===== src/design/free_list_block_allocator_macros.svh =====
// Assertion macros for the free-list allocator sequencer, fla_ctrl.
// Define NO_ASSERTIONS to compile them away.
`ifndef FREE_LIST_BLOCK_ALLOCATOR_MACROS_SVH
`define FREE_LIST_BLOCK_ALLOCATOR_MACROS_SVH
`ifndef NO_ASSERTIONS
`define FLA_ASSERT(lbl, clk, rst_n, prop) \
  lbl: assert property (@(posedge clk) disable iff (!rst_n) prop) \
    else $error("free list allocator assertion failed");
`define FLA_NEVER(lbl, clk, rst_n, cond) \
  lbl: assert property (@(posedge clk) disable iff (!rst_n) !(cond)) \
    else $error("free list allocator forbidden condition seen");
`else
`define FLA_ASSERT(lbl, clk, rst_n, prop)
`define FLA_NEVER(lbl, clk, rst_n, cond)
`endif
`endif


===== src/design/fla_ram.sv =====
// Generic single-port-write, single-port-read RAM with registered read data.
// No dependencies.
module fla_ram #(
  parameter int Width = 8,
  parameter int Depth = 16
) (
  input  logic                     clk_i,
  input  logic                     we_i,
  input  logic [$clog2(Depth)-1:0] waddr_i,
  input  logic [Width-1:0]         wdata_i,
  input  logic                     re_i,
  input  logic [$clog2(Depth)-1:0] raddr_i,
  output logic [Width-1:0]         rdata_o
);

  logic [Width-1:0] mem_q [Depth];
  logic [Width-1:0] rdata_q;

  always_ff @(posedge clk_i) begin
    if (we_i) begin
      mem_q[waddr_i] <= wdata_i;
    end
    if (re_i) begin
      rdata_q <= mem_q[raddr_i];
    end
  end

  assign rdata_o = rdata_q;

endmodule


===== config.mk =====
export PLATFORM = sky130hd
export DESIGN_NAME = fla_ram
export DESIGN_NICKNAME = d
export VERILOG_FILES = /design/src/design/free_list_block_allocator_macros.svh /design/src/design/fla_ram.sv
export SDC_FILE = /design/constraint.sdc
export NUM_CORES = 1
export LEC_CHECK = 0
export ABC_AREA = 1
export BUFFER_PORTS_ARGS = -buffer_cell sky130_fd_sc_hd__buf_2
export CAP_MARGIN = 20
export CELL_PAD_IN_SITES_DETAIL_PLACEMENT = 2
export CELL_PAD_IN_SITES_GLOBAL_PLACEMENT = 2
export CORE_MARGIN = 5
export CORE_UTILIZATION = 41
export CTS_BUF_LIST = sky130_fd_sc_hd__clkbuf_16
export CTS_CLUSTER_DIAMETER = 120
export CTS_CLUSTER_SIZE = 24
export DETAILED_ROUTE_END_ITERATION = 8
export GPL_TIMING_DRIVEN = 1
export HOLD_SLACK_MARGIN = 0.1
export PLACE_DENSITY_LB_ADDON = 0.1
export SYNTH_ARGS = -nofsm -noshare
export SYNTH_HDL_FRONTEND = slang
export SYNTH_SLANG_ARGS = --single-unit
export TNS_END_PERCENT = 100

===== constraint.sdc =====
create_clock -name clk_i -period 1.8 [get_ports clk_i]
set_clock_uncertainty 0.05 [all_clocks]
set_input_delay 0.54 -clock clk_i [delete_from_list [all_inputs] [get_ports clk_i]]
set_output_delay 0.54 -clock clk_i [all_outputs]
set_load 0.02 [all_outputs]

==> metrics.txt <==
delay of the slowest critical-path stage=0.42 ns; Detail Placement HPWL=between 10000 and 15000 µm; Slowest-stage cell, CP=edfxtp_1; commonest cells in the netlist=nand2_1 (173), edfxtp_1 (136), inv_1 (100), nand3_1 (97), nor2_1 (17); min-delay src=re_i; Layout Nets=just over 600; antenna-violating nets left=0; Reg clk slew, reported paths=0.06 ns; Final min period=1.61 ns; GPL Wtd Cong=0.790; Die Area=16700 µm²; Pins Over Slew Limit=0; main area contributors after synthesis=edfxtp_1 (70%), nand2_1 (11%), nand3_1 (8.3%); Area Overhead vs Synth=19.3%; die width=129 µm; setup_tns=0 ns; CP Cell Sequence=buf_2; clock sinks=~140; #FFs+latches synth=136; r2r setup slk=0.50 ns; RSZ-0062 raised after global routing=false; Die Y=129 µm; Async SR Flop Fraction=0%; Total Routing Usage GR=between 20 and 25%; Yosys Warn Count=0; crit-path max FO=1; R2R Path Start=mem_q[11][4]; Crit path required time=1.21 ns; WP buf/inv=1; CTS tree=done; n_diodes=0; CTS H-Tree Depth=4; Max transition margin=56.2%; hold crit path type=primary input to flip-flop; delay-heaviest family, CP=flip-flops; drt first pass iters=4; Startpoint Class=flip-flop; DRC Markers=0; ys flop type=edfxtp_1; Static Leak=between 3 and 4 nW; Via-to-Cell Ratio=about 5.3; DRT iter0 DRCs=roughly 360; Post-Syn Area per Cell=10.6 µm²; count leader, synth=nand2_1; Max Cap Viol=0; WL per Instance=24.2 µm; Crit Path Category=flip-flop to output pin; Skew-Pair Late Insertion Delay=0.43 ns; Synthesized Nets=570; PD cells=1150 nW/µm²; Total Wirelength=approximately 19000 µm; Worst R2R Path Depth=6; first-pass GRT wire length=29600 µm; Port Buf Inserts=26; largest net degree at the start of global routing=43; core region area=roughly 14000 µm²; gr ovfl total=0; RR Endpoint=rdata_o[4]; Slew @ Worst Pin=0.655 ns; post_cts resized=0; vias in the first global route=about 4.8k; Initial Util=42.0%; root buffer cell=clkbuf_16; via count=4234; I/O pin count=27; CTS Hold Bufs=0; Synth Instances=551; max frequency=619 MHz; Tcrit/Tclk final=89.7%; Synth top area share=69.8%; Num CTS Buffers=17; Post-Syn Area=5850 µm²; endpoints failing setup=0; Critical Path AT=1.02 ns; status=complete, no violations; share of layout cells above drive strength 1=14.4%; Hold EP=rdata_o[1]; Unique masters post-synth=11; final count of hold timing violations=0; Synth area leader=edfxtp_1; fin util=about half; clock buffer depth=2; Post-synth EDFFs=136; Worst VDD drop=0.000662 V; initial antenna violation count=0; number of cell rows=43; CP endpoint kind=output pin; Seq/Total Area, Yosys=roughly 70%; Worst Hold Depth=1; postcts setup bufs=0
sequential cells by signal (all words and copies together) (netlist names):
name / cells
rdata_o: 8
mem_q: 128
cell usage in the layout, fill, tap and decap left out:
| cell type | instances |
|---|---|
| clkinv_2 | 2 |
| bufinv_16 | 5 |
| buf_4 | 22 |
| nor2_1 | 17 |
| clkinvlp_4 | 3 |
| nand3b_1 | 2 |
| nand2_1 | 173 |
| inv_1 | 100 |
| nand3_1 | 97 |
| buf_12 | 6 |
| edfxtp_1 | 136 |
| inv_6 | 1 |
| buf_2 | 26 |
| inv_2 | 2 |
| clkinv_4 | 4 |
| clkbuf_16 | 17 |
worst max-delay path by stage:
stage	start	endpoint	slack, ns	cells past startpoint
after floorplan	waddr_i[2]	mem_q[10][0]	0.26	2
after global placement	raddr_i[0]	rdata_o[2]	-0.08	8
after detailed placement	raddr_i[0]	rdata_o[4]	-0.14	8
after CTS	rdata_o[5]	rdata_o[5]	0.15	1
after global routing	rdata_o[5]	rdata_o[5]	0.14	1
final	rdata_o[3]	rdata_o[3]	0.19	1
final cells by class:
type | count | area, µm²
clock inverter | 15 | 226
clock buffer | 17 | 425
inverter | 102 | 383
multi-input combinational | 289 | 1210
sequential | 136 | 4080
tap | 180 | 225
fill | 1408 | 6960
timing repair buffer | 54 | 415
logic make-up after synthesis:
kind of cell | share of synthesized area [%]
AND/OR/NAND/NOR | 20.8
flip-flops | 69.8
buffers and inverters | 9.39
layer usage:
layer  GRT usage, %  part of all wire [%]  vias up
met5              0                     0        -
met2           41.6                    50      126
met1           31.6                    44     2205
met4           8.25                   1.9        0
met3           5.81                   4.6       24
li1               -                     -     1879
per-stage QoR:
stage          area (µm²)  hold slack, ns  setup WS, ns  total power, mW  std cells
2_1_floorplan        5850           0.589         0.259             3.92        551
3_3_place_gp         6320           0.710       -0.0780             4.16        761
3_5_place_dp         6320           0.741        -0.140             4.18        761
4_1_cts              6970           0.427         0.147             8.08        793
5_1_grt              6970           0.440         0.142             8.26        793
6_report             6970           0.448         0.186             8.00        793
worst reg2reg max path, cell delays in order (launching register included):
cell      delay, ns
edfxtp_1       0.36
inv_1          0.06
nand2_1        0.04
nand3_1        0.15
nand3_1        0.14
nand3_1        0.15
nand2_1        0.09
power by group:
group          switching [mW]  internal, mW  leakage [nW]
Clock                    1.41          2.46         0.309
Sequential             0.0268          3.57          1.24
Combinational           0.381         0.149          1.47
No activity file was read; power rests on OpenSTA's default activity.
