`config.mk`:
```
export PLATFORM = sky130hd
export DESIGN_NAME = fla_ctrl
export DESIGN_NICKNAME = d
export VERILOG_FILES = /design/src/design/fla_pkg.sv /design/src/design/fla_ctrl.sv
export VERILOG_INCLUDE_DIRS = /design/src /design/src/design
export SDC_FILE = /design/constraint.sdc
export NUM_CORES = 1
export LEC_CHECK = 0
export ABC_AREA = 1
export BUFFER_PORTS_ARGS = -buffer_cell sky130_fd_sc_hd__buf_2
export CORE_ASPECT_RATIO = 0.75
export CORE_MARGIN = 4
export CORE_UTILIZATION = 56
export CTS_CLUSTER_SIZE = 8
export DETAILED_ROUTE_END_ITERATION = 7
export PLACE_DENSITY = 0.77
export SYNTH_ARGS = -nofsm -noshare
export SYNTH_HDL_FRONTEND = slang
export SYNTH_SLANG_ARGS = --single-unit
```
`constraint.sdc`:
```
create_clock -name clk_i -period 4.3 [get_ports clk_i]
set_clock_uncertainty 0.15 [all_clocks]
set_input_delay 0.215 -clock clk_i [delete_from_list [all_inputs] [get_ports clk_i]]
set_output_delay 0.215 -clock clk_i [all_outputs]
set_load 0.01 [all_outputs]
```
`src/design/free_list_block_allocator_macros.svh`:
```
// Assertion macros for the free-list allocator sequencer, fla_ctrl.
// Define NO_ASSERTIONS to compile them away.
`ifndef FREE_LIST_BLOCK_ALLOCATOR_MACROS_SVH
`define FREE_LIST_BLOCK_ALLOCATOR_MACROS_SVH
`ifndef NO_ASSERTIONS
`define FLA_ASSERT(lbl, clk, rst_n, prop) \
  lbl: assert property (@(posedge clk) disable iff (!rst_n) prop) \
    else $error("free list allocator assertion failed");
`define FLA_NEVER(lbl, clk, rst_n, cond) \
  lbl: assert property (@(posedge clk) disable iff (!rst_n) !(cond)) \
    else $error("free list allocator forbidden condition seen");
`else
`define FLA_ASSERT(lbl, clk, rst_n, prop)
`define FLA_NEVER(lbl, clk, rst_n, cond)
`endif
`endif

```
`src/design/fla_pkg.sv`:
```
// Package for the free-list block allocator: item types, codes and constants.
// No dependencies.
package fla_pkg;

  localparam int MaxBlocksDef = 1024;
  localparam int BlockBytes   = 16;
  localparam int BlockShift   = $clog2(BlockBytes);
  localparam int SizeW        = 15;
  localparam int HandleW      = 10;
  localparam int PoolW        = 11;
  localparam int NeedW        = SizeW - BlockShift + 1;

  typedef enum logic {ReqAlloc = 1'b0, ReqFree = 1'b1} req_e;
  typedef enum logic {StatOk = 1'b0, StatOom = 1'b1} status_e;
  typedef enum logic {FitFirst = 1'b0, FitBest = 1'b1} fit_e;
  typedef enum logic {CfgPool = 1'b0, CfgFit = 1'b1} cfg_idx_e;

  typedef struct packed {
    req_e               req_type;
    logic [SizeW-1:0]   size_bytes;
    logic [HandleW-1:0] handle_in;
  } req_t;

  typedef struct packed {
    status_e            status;
    logic [HandleW-1:0] handle_out;
  } rsp_t;

endpackage

```
`src/design/fla_ctrl.sv`:
```
// Request sequencer of the free-list allocator: list walks, split and merge.
// Depends on fla_pkg and the assertion macro header.
`include "free_list_block_allocator_macros.svh"

module fla_ctrl import fla_pkg::*; #(
  parameter int MaxBlocks = MaxBlocksDef
) (
  input  logic                          clk_i,
  input  logic                          rst_ni,
  input  logic                          init_i,
  input  fit_e                          fit_i,
  input  logic                          in_valid_i,
  output logic                          in_ready_o,
  input  req_t                          in_data_i,
  output logic                          out_valid_o,
  input  logic                          out_ready_i,
  output rsp_t                          out_data_o,
  output logic                          rd_en_o,
  output logic [$clog2(MaxBlocks)-1:0]  rd_addr_o,
  input  logic [$clog2(MaxBlocks):0]    rd_len_i,
  input  logic [$clog2(MaxBlocks):0]    rd_nxt_i,
  output logic                          len_we_o,
  output logic [$clog2(MaxBlocks)-1:0]  len_waddr_o,
  output logic [$clog2(MaxBlocks):0]    len_wdata_o,
  output logic                          nxt_we_o,
  output logic [$clog2(MaxBlocks)-1:0]  nxt_waddr_o,
  output logic [$clog2(MaxBlocks):0]    nxt_wdata_o
);

  localparam int AW = $clog2(MaxBlocks);
  localparam int PW = AW + 1;
  localparam int CW = ((PW > NeedW) ? PW : NeedW) + 2;
  localparam logic [PW-1:0] Nil = PW'(MaxBlocks);

  typedef enum logic [9:0] {
    StIdle = 10'b0000000001,
    StARd  = 10'b0000000010,
    StAEv  = 10'b0000000100,
    StFRd  = 10'b0000001000,
    StFEv  = 10'b0000010000,
    StFRb  = 10'b0000100000,
    StFRp  = 10'b0001000000,
    StFGet = 10'b0010000000,
    StWr   = 10'b0100000000,
    StDone = 10'b1000000000
  } state_e;

  state_e            state_q, state_d;
  logic [PW-1:0]     head_q, head_d;
  logic              out_valid_q, out_valid_d;
  logic              best_vld_q, best_vld_d;
  logic [1:0]        step_q, step_d;
  rsp_t              out_q, out_d, res_q, res_d;
  logic [PW-1:0]     pos_q, pos_d, prev_q, prev_d, prev_len_q, prev_len_d;
  logic              prev_head_q, prev_head_d;
  logic [PW-1:0]     steps_q, steps_d;
  logic [NeedW-1:0]  n_q, n_d;
  logic [PW-1:0]     b_q, b_d, len_b_q, len_b_d, len_a_q, len_a_d, nxt_a_q, nxt_a_d;
  logic [PW-1:0]     best_pos_q, best_pos_d, best_len_q, best_len_d;
  logic [PW-1:0]     best_nxt_q, best_nxt_d, best_prev_q, best_prev_d;
  logic              best_ph_q, best_ph_d;
  logic              is_free_q, is_free_d, padj_q, padj_d, nadj_q, nadj_d;
  logic [PW-1:0]     sum_q, sum_d;

  logic [NeedW-1:0]  n_raw;
  logic              fit_ok, fit_exact;
  logic              padj_w, nadj_w;
  logic [PW+1:0]     sum_w;
  logic [PW-1:0]     rest;
  logic              exact;
  logic [31:0]       pos32;
  logic              link_en;
  logic [PW-1:0]     link_val;

  assign n_raw = NeedW'(({1'b0, in_data_i.size_bytes} + (SizeW+1)'(BlockBytes - 1))
                        >> BlockShift);
  assign fit_ok = (CW'(rd_len_i) >= CW'(n_q)) &&
                  ((CW'(rd_len_i) == CW'(n_q)) ||
                   (CW'(pos_q) + CW'(n_q) < CW'(MaxBlocks)));
  assign fit_exact = CW'(rd_len_i) == CW'(n_q);
  assign padj_w = !prev_head_q && (CW'(prev_q) + CW'(prev_len_q) == CW'(b_q));
  assign nadj_w = (pos_q != Nil) && (CW'(b_q) + CW'(len_b_q) == CW'(pos_q));
  assign rest  = PW'(CW'(pos_q) + CW'(n_q));
  assign exact = CW'(len_a_q) == CW'(n_q);
  assign pos32 = 32'(pos_q);

  always_comb begin
    if (padj_w && nadj_w) begin
      sum_w = (PW+2)'(prev_len_q) + (PW+2)'(len_b_q) + (PW+2)'(rd_len_i);
    end else if (padj_w) begin
      sum_w = (PW+2)'(prev_len_q) + (PW+2)'(len_b_q);
    end else begin
      sum_w = (PW+2)'(len_b_q) + (PW+2)'(rd_len_i);
    end
  end

  assign in_ready_o = (state_q == StIdle) && !init_i;

  always_comb begin
    state_d     = state_q;
    head_d      = head_q;
    out_valid_d = out_valid_q;
    best_vld_d  = best_vld_q;
    step_d      = step_q;
    out_d       = out_q;
    res_d       = res_q;
    pos_d       = pos_q;
    prev_d      = prev_q;
    prev_len_d  = prev_len_q;
    prev_head_d = prev_head_q;
    steps_d     = steps_q;
    n_d         = n_q;
    b_d         = b_q;
    len_b_d     = len_b_q;
    len_a_d     = len_a_q;
    nxt_a_d     = nxt_a_q;
    best_pos_d  = best_pos_q;
    best_len_d  = best_len_q;
    best_nxt_d  = best_nxt_q;
    best_prev_d = best_prev_q;
    best_ph_d   = best_ph_q;
    is_free_d   = is_free_q;
    padj_d      = padj_q;
    nadj_d      = nadj_q;
    sum_d       = sum_q;
    rd_en_o     = 1'b0;
    rd_addr_o   = pos_q[AW-1:0];
    len_we_o    = 1'b0;
    len_waddr_o = pos_q[AW-1:0];
    len_wdata_o = '0;
    nxt_we_o    = 1'b0;
    nxt_waddr_o = pos_q[AW-1:0];
    nxt_wdata_o = '0;
    link_en     = 1'b0;
    link_val    = '0;

    if (init_i) begin
      head_d = '0;
    end
    if (out_valid_q && out_ready_i) begin
      out_valid_d = 1'b0;
    end

    unique case (state_q)
      StIdle: begin
        if (in_valid_i && in_ready_o) begin
          is_free_d   = in_data_i.req_type == ReqFree;
          prev_head_d = 1'b1;
          pos_d       = head_q;
          steps_d     = '0;
          best_vld_d  = 1'b0;
          res_d       = '{status: StatOk, handle_out: '0};
          n_d         = (n_raw == '0) ? NeedW'(1) : n_raw;
          b_d         = PW'(in_data_i.handle_in);
          if (in_data_i.req_type == ReqAlloc) begin
            state_d = StARd;
          end else if (32'(in_data_i.handle_in) >= 32'(MaxBlocks)) begin
            state_d = StDone;
          end else begin
            state_d = StFRd;
          end
        end
      end
      StARd: begin
        if (pos_q < Nil && steps_q < Nil) begin
          rd_en_o = 1'b1;
          state_d = StAEv;
        end else if (best_vld_q) begin
          prev_d      = best_prev_q;
          prev_head_d = best_ph_q;
          pos_d       = best_pos_q;
          len_a_d     = best_len_q;
          nxt_a_d     = best_nxt_q;
          step_d      = '0;
          state_d     = StWr;
        end else begin
          res_d.status = StatOom;
          state_d      = StDone;
        end
      end
      StAEv: begin
        if (fit_ok && (fit_i == FitFirst || fit_exact)) begin
          len_a_d = rd_len_i;
          nxt_a_d = rd_nxt_i;
          step_d  = '0;
          state_d = StWr;
        end else begin
          if (fit_ok && (!best_vld_q || best_len_q > rd_len_i)) begin
            best_vld_d  = 1'b1;
            best_pos_d  = pos_q;
            best_len_d  = rd_len_i;
            best_nxt_d  = rd_nxt_i;
            best_prev_d = prev_q;
            best_ph_d   = prev_head_q;
          end
          prev_d      = pos_q;
          prev_head_d = 1'b0;
          pos_d       = rd_nxt_i;
          steps_d     = steps_q + 1'b1;
          state_d     = StARd;
        end
      end
      StFRd: begin
        if (pos_q < Nil && pos_q <= b_q) begin
          if (steps_q >= Nil) begin
            state_d = StDone;
          end else begin
            rd_en_o = 1'b1;
            state_d = StFEv;
          end
        end else begin
          if (pos_q >= Nil) begin
            pos_d = Nil;
          end
          state_d = StFRb;
        end
      end
      StFEv: begin
        prev_d      = pos_q;
        prev_head_d = 1'b0;
        prev_len_d  = rd_len_i;
        pos_d       = rd_nxt_i;
        steps_d     = steps_q + 1'b1;
        state_d     = StFRd;
      end
      StFRb: begin
        rd_en_o   = 1'b1;
        rd_addr_o = b_q[AW-1:0];
        state_d   = StFRp;
      end
      StFRp: begin
        len_b_d = rd_len_i;
        rd_en_o = 1'b1;
        state_d = StFGet;
      end
      StFGet: begin
        len_a_d = rd_len_i;
        nxt_a_d = rd_nxt_i;
        padj_d  = padj_w;
        nadj_d  = nadj_w;
        sum_d   = (sum_w > (PW+2)'(MaxBlocks)) ? Nil : PW'(sum_w);
        step_d  = '0;
        state_d = StWr;
      end
      StWr: begin
        step_d = step_q + 1'b1;
        if (!is_free_q) begin
          if (exact) begin
            link_en  = 1'b1;
            link_val = nxt_a_q;
            state_d  = StDone;
          end else if (step_q == 2'd0) begin
            len_we_o    = 1'b1;
            len_waddr_o = rest[AW-1:0];
            len_wdata_o = len_a_q - PW'(n_q);
            nxt_we_o    = 1'b1;
            nxt_waddr_o = rest[AW-1:0];
            nxt_wdata_o = nxt_a_q;
          end else begin
            len_we_o    = 1'b1;
            len_wdata_o = PW'(n_q);
            link_en     = 1'b1;
            link_val    = rest;
            state_d     = StDone;
          end
          if (state_d == StDone) begin
            res_d.handle_out = pos32[HandleW-1:0];
          end
        end else if (padj_q) begin
          // Merge into the run before; with nadj the run after is absorbed too.
          case (step_q)
            2'd0: begin
              len_we_o    = 1'b1;
              len_waddr_o = prev_q[AW-1:0];
              len_wdata_o = sum_q;
              nxt_we_o    = nadj_q;
              nxt_waddr_o = prev_q[AW-1:0];
              nxt_wdata_o = nxt_a_q;
            end
            2'd1: begin
              len_we_o    = 1'b1;
              len_waddr_o = b_q[AW-1:0];
              if (!nadj_q) begin
                state_d = StDone;
              end
            end
            default: begin
              len_we_o = 1'b1;
              state_d  = StDone;
            end
          endcase
        end else if (nadj_q) begin
          if (step_q == 2'd0) begin
            len_we_o    = 1'b1;
            len_waddr_o = b_q[AW-1:0];
            len_wdata_o = sum_q;
            nxt_we_o    = 1'b1;
            nxt_waddr_o = b_q[AW-1:0];
            nxt_wdata_o = nxt_a_q;
          end else begin
            len_we_o = 1'b1;
            link_en  = 1'b1;
            link_val = b_q;
            state_d  = StDone;
          end
        end else begin
          if (step_q == 2'd0) begin
            nxt_we_o    = 1'b1;
            nxt_waddr_o = b_q[AW-1:0];
            nxt_wdata_o = pos_q;
          end else begin
            link_en  = 1'b1;
            link_val = b_q;
            state_d  = StDone;
          end
        end
        if (link_en) begin
          if (prev_head_q) begin
            head_d = link_val;
          end else begin
            nxt_we_o    = 1'b1;
            nxt_waddr_o = prev_q[AW-1:0];
            nxt_wdata_o = link_val;
          end
        end
      end
      StDone: begin
        if (!out_valid_q || out_ready_i) begin
          out_d       = res_q;
          out_valid_d = 1'b1;
          state_d     = StIdle;
        end
      end
      default: begin
        state_d = StIdle;
      end
    endcase
  end

  always_ff @(posedge clk_i or negedge rst_ni) begin
    if (!rst_ni) begin
      state_q     <= StIdle;
      head_q      <= '0;
      out_valid_q <= 1'b0;
      best_vld_q  <= 1'b0;
      step_q      <= '0;
      steps_q     <= '0;
    end else begin
      state_q     <= state_d;
      head_q      <= head_d;
      out_valid_q <= out_valid_d;
      best_vld_q  <= best_vld_d;
      step_q      <= step_d;
      steps_q     <= steps_d;
    end
  end

  always_ff @(posedge clk_i) begin
    out_q       <= out_d;
    res_q       <= res_d;
    pos_q       <= pos_d;
    prev_q      <= prev_d;
    prev_len_q  <= prev_len_d;
    prev_head_q <= prev_head_d;
    n_q         <= n_d;
    b_q         <= b_d;
    len_b_q     <= len_b_d;
    len_a_q     <= len_a_d;
    nxt_a_q     <= nxt_a_d;
    best_pos_q  <= best_pos_d;
    best_len_q  <= best_len_d;
    best_nxt_q  <= best_nxt_d;
    best_prev_q <= best_prev_d;
    best_ph_q   <= best_ph_d;
    is_free_q   <= is_free_d;
    padj_q      <= padj_d;
    nadj_q      <= nadj_d;
    sum_q       <= sum_d;
  end

  assign out_valid_o = out_valid_q;
  assign out_data_o  = out_q;

  `FLA_NEVER(a_no_rd_wr_mix, clk_i, rst_ni, rd_en_o && (len_we_o || nxt_we_o))
  `FLA_ASSERT(a_busy_after_take, clk_i, rst_ni, in_valid_i && in_ready_o |=> !in_ready_o)
  `FLA_ASSERT(a_out_from_done, clk_i, rst_ni, $rose(out_valid_q) |-> $past(state_q == StDone))
  `FLA_NEVER(a_steps_bound, clk_i, rst_ni, steps_q > Nil)

endmodule
```
==> results.py, run 1 <==
metrics = {
    "final_layout": {
        "num_antenna_cells": 0,
        "regMostFlops": "n_q",
        "layout-drive-gt1-share": 0.125,
        "finalNetCount": 2303,
        "syn2layout_area_growth_pct": 17.2,
        "largest_reg_flops": 12,
        "n_fill_cell": 2303,
        "stdcell_area_um2": 17900,
        "final_util": 0.665,
    },
    "clock_network": {
        "htree_levels": 1,
        "clkLatencyLatePin_ns": 0.59,
        "cts_tree": "built",
        "cts_root_buffer": "clkbuf_16",
        "clock_sinks": 206,
        "path_clk_slew_ns": 0.05,
        "cts.path.max_buffers": 3,
        "numCtsBuffers": 29,
    },
    "critical_path": {
        "r2r-end": "sum_q[2]",
        "crit_fanout": 8,
        "path_common_cell": "inv_1",
        "reg2reg_from": "len_b_q[1]",
        "arrival_ns": 3.82,
        "cp_num_buf_inv": 5,
        "crit_path_start_kind": "flop",
        "cp-end-kind": "output port",
        "crit_path_top_delay_cell": "edfxtp_1",
        "ff2ff_path_depth": 19,
        "cpPeakStageDelay_ns": 0.49,
        "crit_family": "simple AND/OR/NAND/NOR gates",
        "crit_type": "flop to output port",
        "ff2ff_setup_slack_ns": 0.33,
        "cp_cell_sequence": "inv_1, ha_1, nand2_1, inv_1, nand3_1, nor2_1, nand2_1, nand2_1, inv_1, nor2_2, inv_1, o22ai_1, a221oi_1, o21ai_1, buf_2",
        "critPathRequiredTime_ns": 3.93,
    },
    "timing": {
        "max-slew-margin-rel": 0.377,
        "worst_pin_slew_ns": 0.935,
        "hold_viol_final": 0,
        "period_minus_slack_ns": 4.18,
        "timing.final.crit_share": 0.973,
        "setup_violations": 0,
        "rsz0062_at_grt": "yes",
        "drv_slew": 0,
        "fmax_mhz": 239,
    },
    "global_route": {
        "grtUsageTotal": 0.366,
        "antenna_found_initial": 0,
        "grt_start_max_net_pins": 40,
        "grt-ovfl-total": 0,
        "grt_pass1_vias": 13800,
        "grt_pass1_wl_um": 83600,
    },
    "yosys": {
        "ys_seq_area_frac": 0.393,
        "synthCells": 1923,
        "ys.warnings.count": 0,
        "yosysTopAreaCell": "edfxtp_1",
        "syn_avg_cell_area_um2": 7.95,
        "post_synth_instance_area_um2": 15300,
        "synth_ff_type": "edfxtp_1",
        "synth_top_area_frac": 0.334,
        "synthArstFlopShare": 0.175,
        "synth_edf_count": 170,
        "ys_seq_elements": 206,
        "ys_top_cells_by_area": "edfxtp_1, nand2_1, ha_1",
        "synth.distinct_cells": 61,
        "synth_nets": 2096,
    },
    "route": {
        "vias_per_cell": 6.04,
        "post_drt_wl_per_cell_um": 22.5,
        "routed_wl_um": 56400,
        "drtIter0Drc": 2005,
        "drt-pass1-iter-count": 7,
        "ant_nets": 0,
        "vias": 15100,
        "drc_errors": 0,
    },
    "power": {
        "p_per_area_nw_per_um2": 512,
        "ir_worst_vdd_mv": 0.498,
        "power.leakage_uw": 0.00832,
    },
    "placement": {
        "dp_hpwl_um": 41900,
        "dpl_cell_area_um2": 16500,
        "portBuffers": 121,
        "place.gp.congestion": 1.04,
    },
    "die": {
        "die_area_um2": 30000,
        "dieHeight_um": 151,
        "core_area_um2": 26900,
        "die_w_um": 199,
        "ios": 122,
        "start_util": 0.567,
        "std_cell_rows": 52,
    },
    "run_status": {
        "status": "finished clean",
    },
    "flow_run": {
        "drv_cap": 0,
    },
    "worst_hold_path": {
        "whs_path_depth": 5,
        "hold_start": "in_data_i[10]",
        "worstHoldPathType": "input pin to flop",
        "worstHoldEndpoint": "n_q[1]",
    },
}
-- layer usage --
| layer | global-route usage | share of wire |
|---|---|---|
| met3 | 0.100 | 0.13 |
| met5 | 0 | 0 |
| met4 | 0.0960 | 0.029 |
| met2 | 0.514 | 0.40 |
| met1 | 0.558 | 0.43 |
-- what timing repair did --
action / 4_1_cts / 5_1_grt
endpoints found under the hold margin: 131 / 0
cloned: 0 / 1
setup endpoints to repair: 1 / 21
pin swaps: 0 / 2
gates resized for setup: 1 / 11
hold buffers: 53 / 0
setup buffers: 0 / 2
-- synthesized netlist by cell type (35+ instances only) --
cell and n:
ha_1 112, edfxtp_1 170, nor2_1 159, clkbuf_1 38
dfrtp_1 35, xor2_1 35, o21ai_0 139, inv_1 259
nand3_1 93, a21oi_1 102, nand2_1 457
-- cells by family (layout without fill, tap and decap cells) --
group | after synthesis | after routing | share of synthesized area
AO/OA/AOI/OAI | 373 | 373 | 0.146
buffers and inverters | 316 | 545 | 0.0788
AND/OR/NAND/NOR | 840 | 841 | 0.242
XOR/XNOR | 69 | 69 | 0.0395
adder cells (fa/ha/maj) | 119 | 119 | 0.101
flip-flops | 206 | 206 | 0.393
-- cells in the final DEF, fill, tap and decap left out, types with 6 or more instances in the layout --
cell type	count
nand2_1	457
inv_1	259
edfxtp_1	170
nor2_1	156
o21ai_0	134
buf_2	121
ha_1	110
a21oi_1	101
nand3_1	93
dlygate4sd3_1	53
buf_4	47
xor2_1	35
dfrtp_1	35
nand4_1	34
xnor2_1	33
clkbuf_16	29
nor3_1	25
clkbuf_1	24
a221oi_1	18
a22oi_1	17
nor2_2	16
a31oi_1	13
nor4_1	13
o221ai_1	13
o22ai_1	13
o211ai_1	9
or2_2	9
inv_2	7
nand3_2	7
o21ai_1	7
fa_1	7
nand2_2	6
o2111ai_1	6
a21o_1	6
-- layout make-up --
type / count / area (um^2) / area share
tap: 351 / 439 / 0.0245
multi-input combinational: 1402 / 8130 / 0.454
timing repair buffer: 221 / 1490 / 0.0831
sequential: 206 / 6010 / 0.335
clock buffer: 53 / 816 / 0.0455
inverter: 270 / 1010 / 0.0566
clock inverter: 1 / 20.0 / 0.00112
-- metrics by stage --
stage	setup slack, ns	hold slack, ns	instances	setup TNS [ns]	power, uW
CTS	0.0372	0.0542	2501	0	8960
global placement	0.397	0.227	2394	0	6680
finish	0.115	0.0784	2504	0	9180
floorplan	0.435	-0.231	1923	0	5200
detailed placement	0.321	0.235	2394	0	6730
global route	-0.0334	0.123	2504	-0.0415	9590
-- where the power goes --
| group | internal (uW) | leakage, uW | switching [uW] |
|---|---|---|---|
| logic | 1330 | 0.00588 | 2880 |
| registers | 2520 | 0.00205 | 277 |
| clock network | 1270 | 0.000396 | 904 |
| total | 5110 | 0.00832 | 4070 |
-- worst max path at each step --
stage               cells past startpoint        from        endpoint  slack, ns
finish                                 15      n_q[5]  len_waddr_o[3]       0.12
global route                           15      n_q[5]  len_waddr_o[3]      -0.03
global placement                       21  len_b_q[0]        sum_q[7]       0.40
floorplan                              17      n_q[0]   best_len_q[0]       0.44
detailed placement                     21  len_b_q[0]        sum_q[4]       0.32
CTS                                    15      n_q[5]  nxt_waddr_o[2]       0.04
-- worst min-delay path, delay by kind of cell --
kind / cells / cell delay, ns
compound gates: 1 / 0.11
buf+inv: 1 / 0.08
simple gates: 3 / 0.26
(Power assumes the default switching activity.)
==> run 2, diff against run 1 <==
--- a/config.mk
+++ b/config.mk
@@ -13,7 +13,8 @@
 export CORE_UTILIZATION = 56
 export CTS_CLUSTER_SIZE = 8
 export DETAILED_ROUTE_END_ITERATION = 7
-export PLACE_DENSITY = 0.77
+export MAX_ROUTING_LAYER = met4
+export PLACE_DENSITY = 0.86
 export SYNTH_ARGS = -nofsm -noshare
 export SYNTH_HDL_FRONTEND = slang
 export SYNTH_SLANG_ARGS = --single-unit
==> results.py, run 2 (same netlist as run 1, synthesis figures left out) <==
metrics = {
    "final_layout": {
        "finalNetCount": 2299,
        "final_cell_mix": "nand2_1, inv_1, edfxtp_1, nor2_1, o21ai_0",
        "final_cell_count_no_fill": 2499,
        "stdcell_area_um2": 17900,
        "layout_commonest_cell": "nand2_1",
        "largest_reg_flops": 12,
        "layout-drive-gt1-share": 0.123,
        "syn2layout_area_growth_pct": 17.0,
        "final_util": 0.664,
        "regMostFlops": "n_q",
    },
    "run_status": {
        "violations": "design-rule violations",
        "status": "finished with violations",
    },
    "power": {
        "p_per_area_nw_per_um2": 512,
        "ir_worst_vdd_mv": 0.386,
        "power.leakage_uw": 0.00828,
    },
    "critical_path": {
        "critPathRequiredTime_ns": 3.93,
        "crit_path_top_delay_cell": "a221oi_1",
        "crit_family": "compound AO/OA/AOI/OAI gates",
        "crit_start": "n_q[0]",
        "crit_type": "flop to output port",
        "cp_cell_sequence": "ha_1, fa_1, nand3_1, nand3_1, nand2_1, nand2_1, o21ai_0, o21ai_1, xnor2_1, nor2_1, a221oi_1, nand2_1, nand3_1, inv_1, buf_2",
        "cp-end-kind": "output port",
        "crit_path_start_kind": "flop",
        "reg2reg_from": "len_b_q[4]",
        "arrival_ns": 3.81,
        "cp_num_buf_inv": 2,
        "cpPeakStageDelay_ns": 0.54,
        "crit_fanout": 4,
    },
    "timing": {
        "fmax_mhz": 239,
        "timing.final.crit_share": 0.971,
        "period_minus_slack_ns": 4.18,
        "max-slew-margin-rel": 0.167,
        "worst_pin_slew_ns": 1.24,
        "hold_viol_final": 0,
        "drv_slew": 0,
        "setup_violations": 0,
        "tns_ns": 0,
        "rsz0062_at_grt": "no",
    },
    "die": {
        "std_cell_rows": 52,
        "die_area_um2": 30000,
        "ios": 122,
        "core_area_um2": 26900,
        "die_w_um": 199,
        "start_util": 0.567,
        "dieHeight_um": 151,
    },
    "route": {
        "post_drt_wl_per_cell_um": 23.4,
        "drc_errors": 4,
        "wl_met3_um": 7840,
        "drtIter0Drc": 2264,
        "drt-pass1-iter-count": 8,
        "wl_met1_um": 24900,
        "vias_per_cell": 6.17,
        "routed_wl_um": 58400,
        "vias": 15400,
        "ant_nets": 0,
        "met2_length_um": 23800,
        "maxUsedRoutingLayer": "met4",
    },
    "global_route": {
        "antenna_found_initial": 2,
        "grt_pass1_vias": 14200,
        "grt_start_max_net_pins": 44,
        "grt_pass1_wl_um": 86400,
        "grt-ovfl-total": 0,
        "grtUsageTotal": 0.391,
    },
    "clock_network": {
        "cts_root_buffer": "clkbuf_16",
        "cts_tree": "built",
        "clkLatencyLatePin_ns": 0.57,
        "htree_levels": 1,
        "cts.path.max_buffers": 3,
        "path_clk_slew_ns": 0.05,
        "clock_sinks": 206,
        "numCtsBuffers": 29,
    },
    "flow_run": {
        "drv_cap": 0,
    },
    "placement": {
        "portBuffers": 121,
        "place.gp.congestion": 1.04,
        "dp_hpwl_um": 43200,
        "dpl_cell_area_um2": 16400,
        "dp.cells": 2387,
    },
    "worst_hold_path": {
        "worstHoldPathType": "input pin to flop",
        "hold_start": "in_data_i[13]",
    },
}
-- run 2: power by group --
part	total [uW]	leakage (uW)	switching, uW	internal [uW]
registers	2740	0.00205	227	2520
logic	4250	0.00584	2930	1310
clock network	2160	0.000393	895	1260
-- run 2: final timing paths --
check | end | cells past startpoint | slack (ns)
setup / recovery | nxt_wdata_o[8] | 15 | 0.12
hold / removal | n_q[0] | 5 | 0.18
setup reg to reg | sum_q[8] | 21 | 0.26
hold reg to reg | out_data_o[8] | 0 | 0.27
max in group asynchronous | state_q[8] | 2 | 3.20
min in group asynchronous | head_q[3] | 2 | 0.21
-- run 2: tightest hold or removal path, cell delays in order --
cell	delay (ns)
buf_2	0.07
nor2_1	0.03
nand2_1	0.15
xnor2_1	0.13
o21ai_0	0.15
-- run 2: area by class of cell --
class / instances / area [um^2]
diodes: 1 / 2.50
inverters: 270 / 1020
multi-input cells: 1401 / 8110
fillers: 2224 / 9060
well taps: 351 / 439
clock buffers: 51 / 808
flip-flops and latches: 206 / 6010
repair buffers: 218 / 1470
clock inverters: 1 / 20.0
-- run 2: repair_timing --
item,in CTS,in global routing
gates cloned,0,0
pin swaps,0,1
hold buffers,54,0
gates resized for setup,1,12
endpoints found under the setup margin,1,28
buffers inserted,0,5
hold endpoints to repair,129,0
-- run 2: metrics by stage --
| step | hold slack, ns | worst slack, ns | power [uW] |
|---|---|---|---|
| floorplan | -0.231 | 0.435 | 5200 |
| global placement | 0.227 | 0.401 | 6760 |
| detailed placement | 0.240 | 0.375 | 6750 |
| CTS | 0.0836 | 0.00302 | 8930 |
| global route | 0.177 | 0.0132 | 9540 |
| finish | 0.182 | 0.124 | 9150 |
-- run 2: metal layers --
layer,track usage,up-vias
li1,-,6994
met2,0.547,1119
met3,0.0956,141
met1,0.574,7156
met4,0.0991,0
met5,-,-
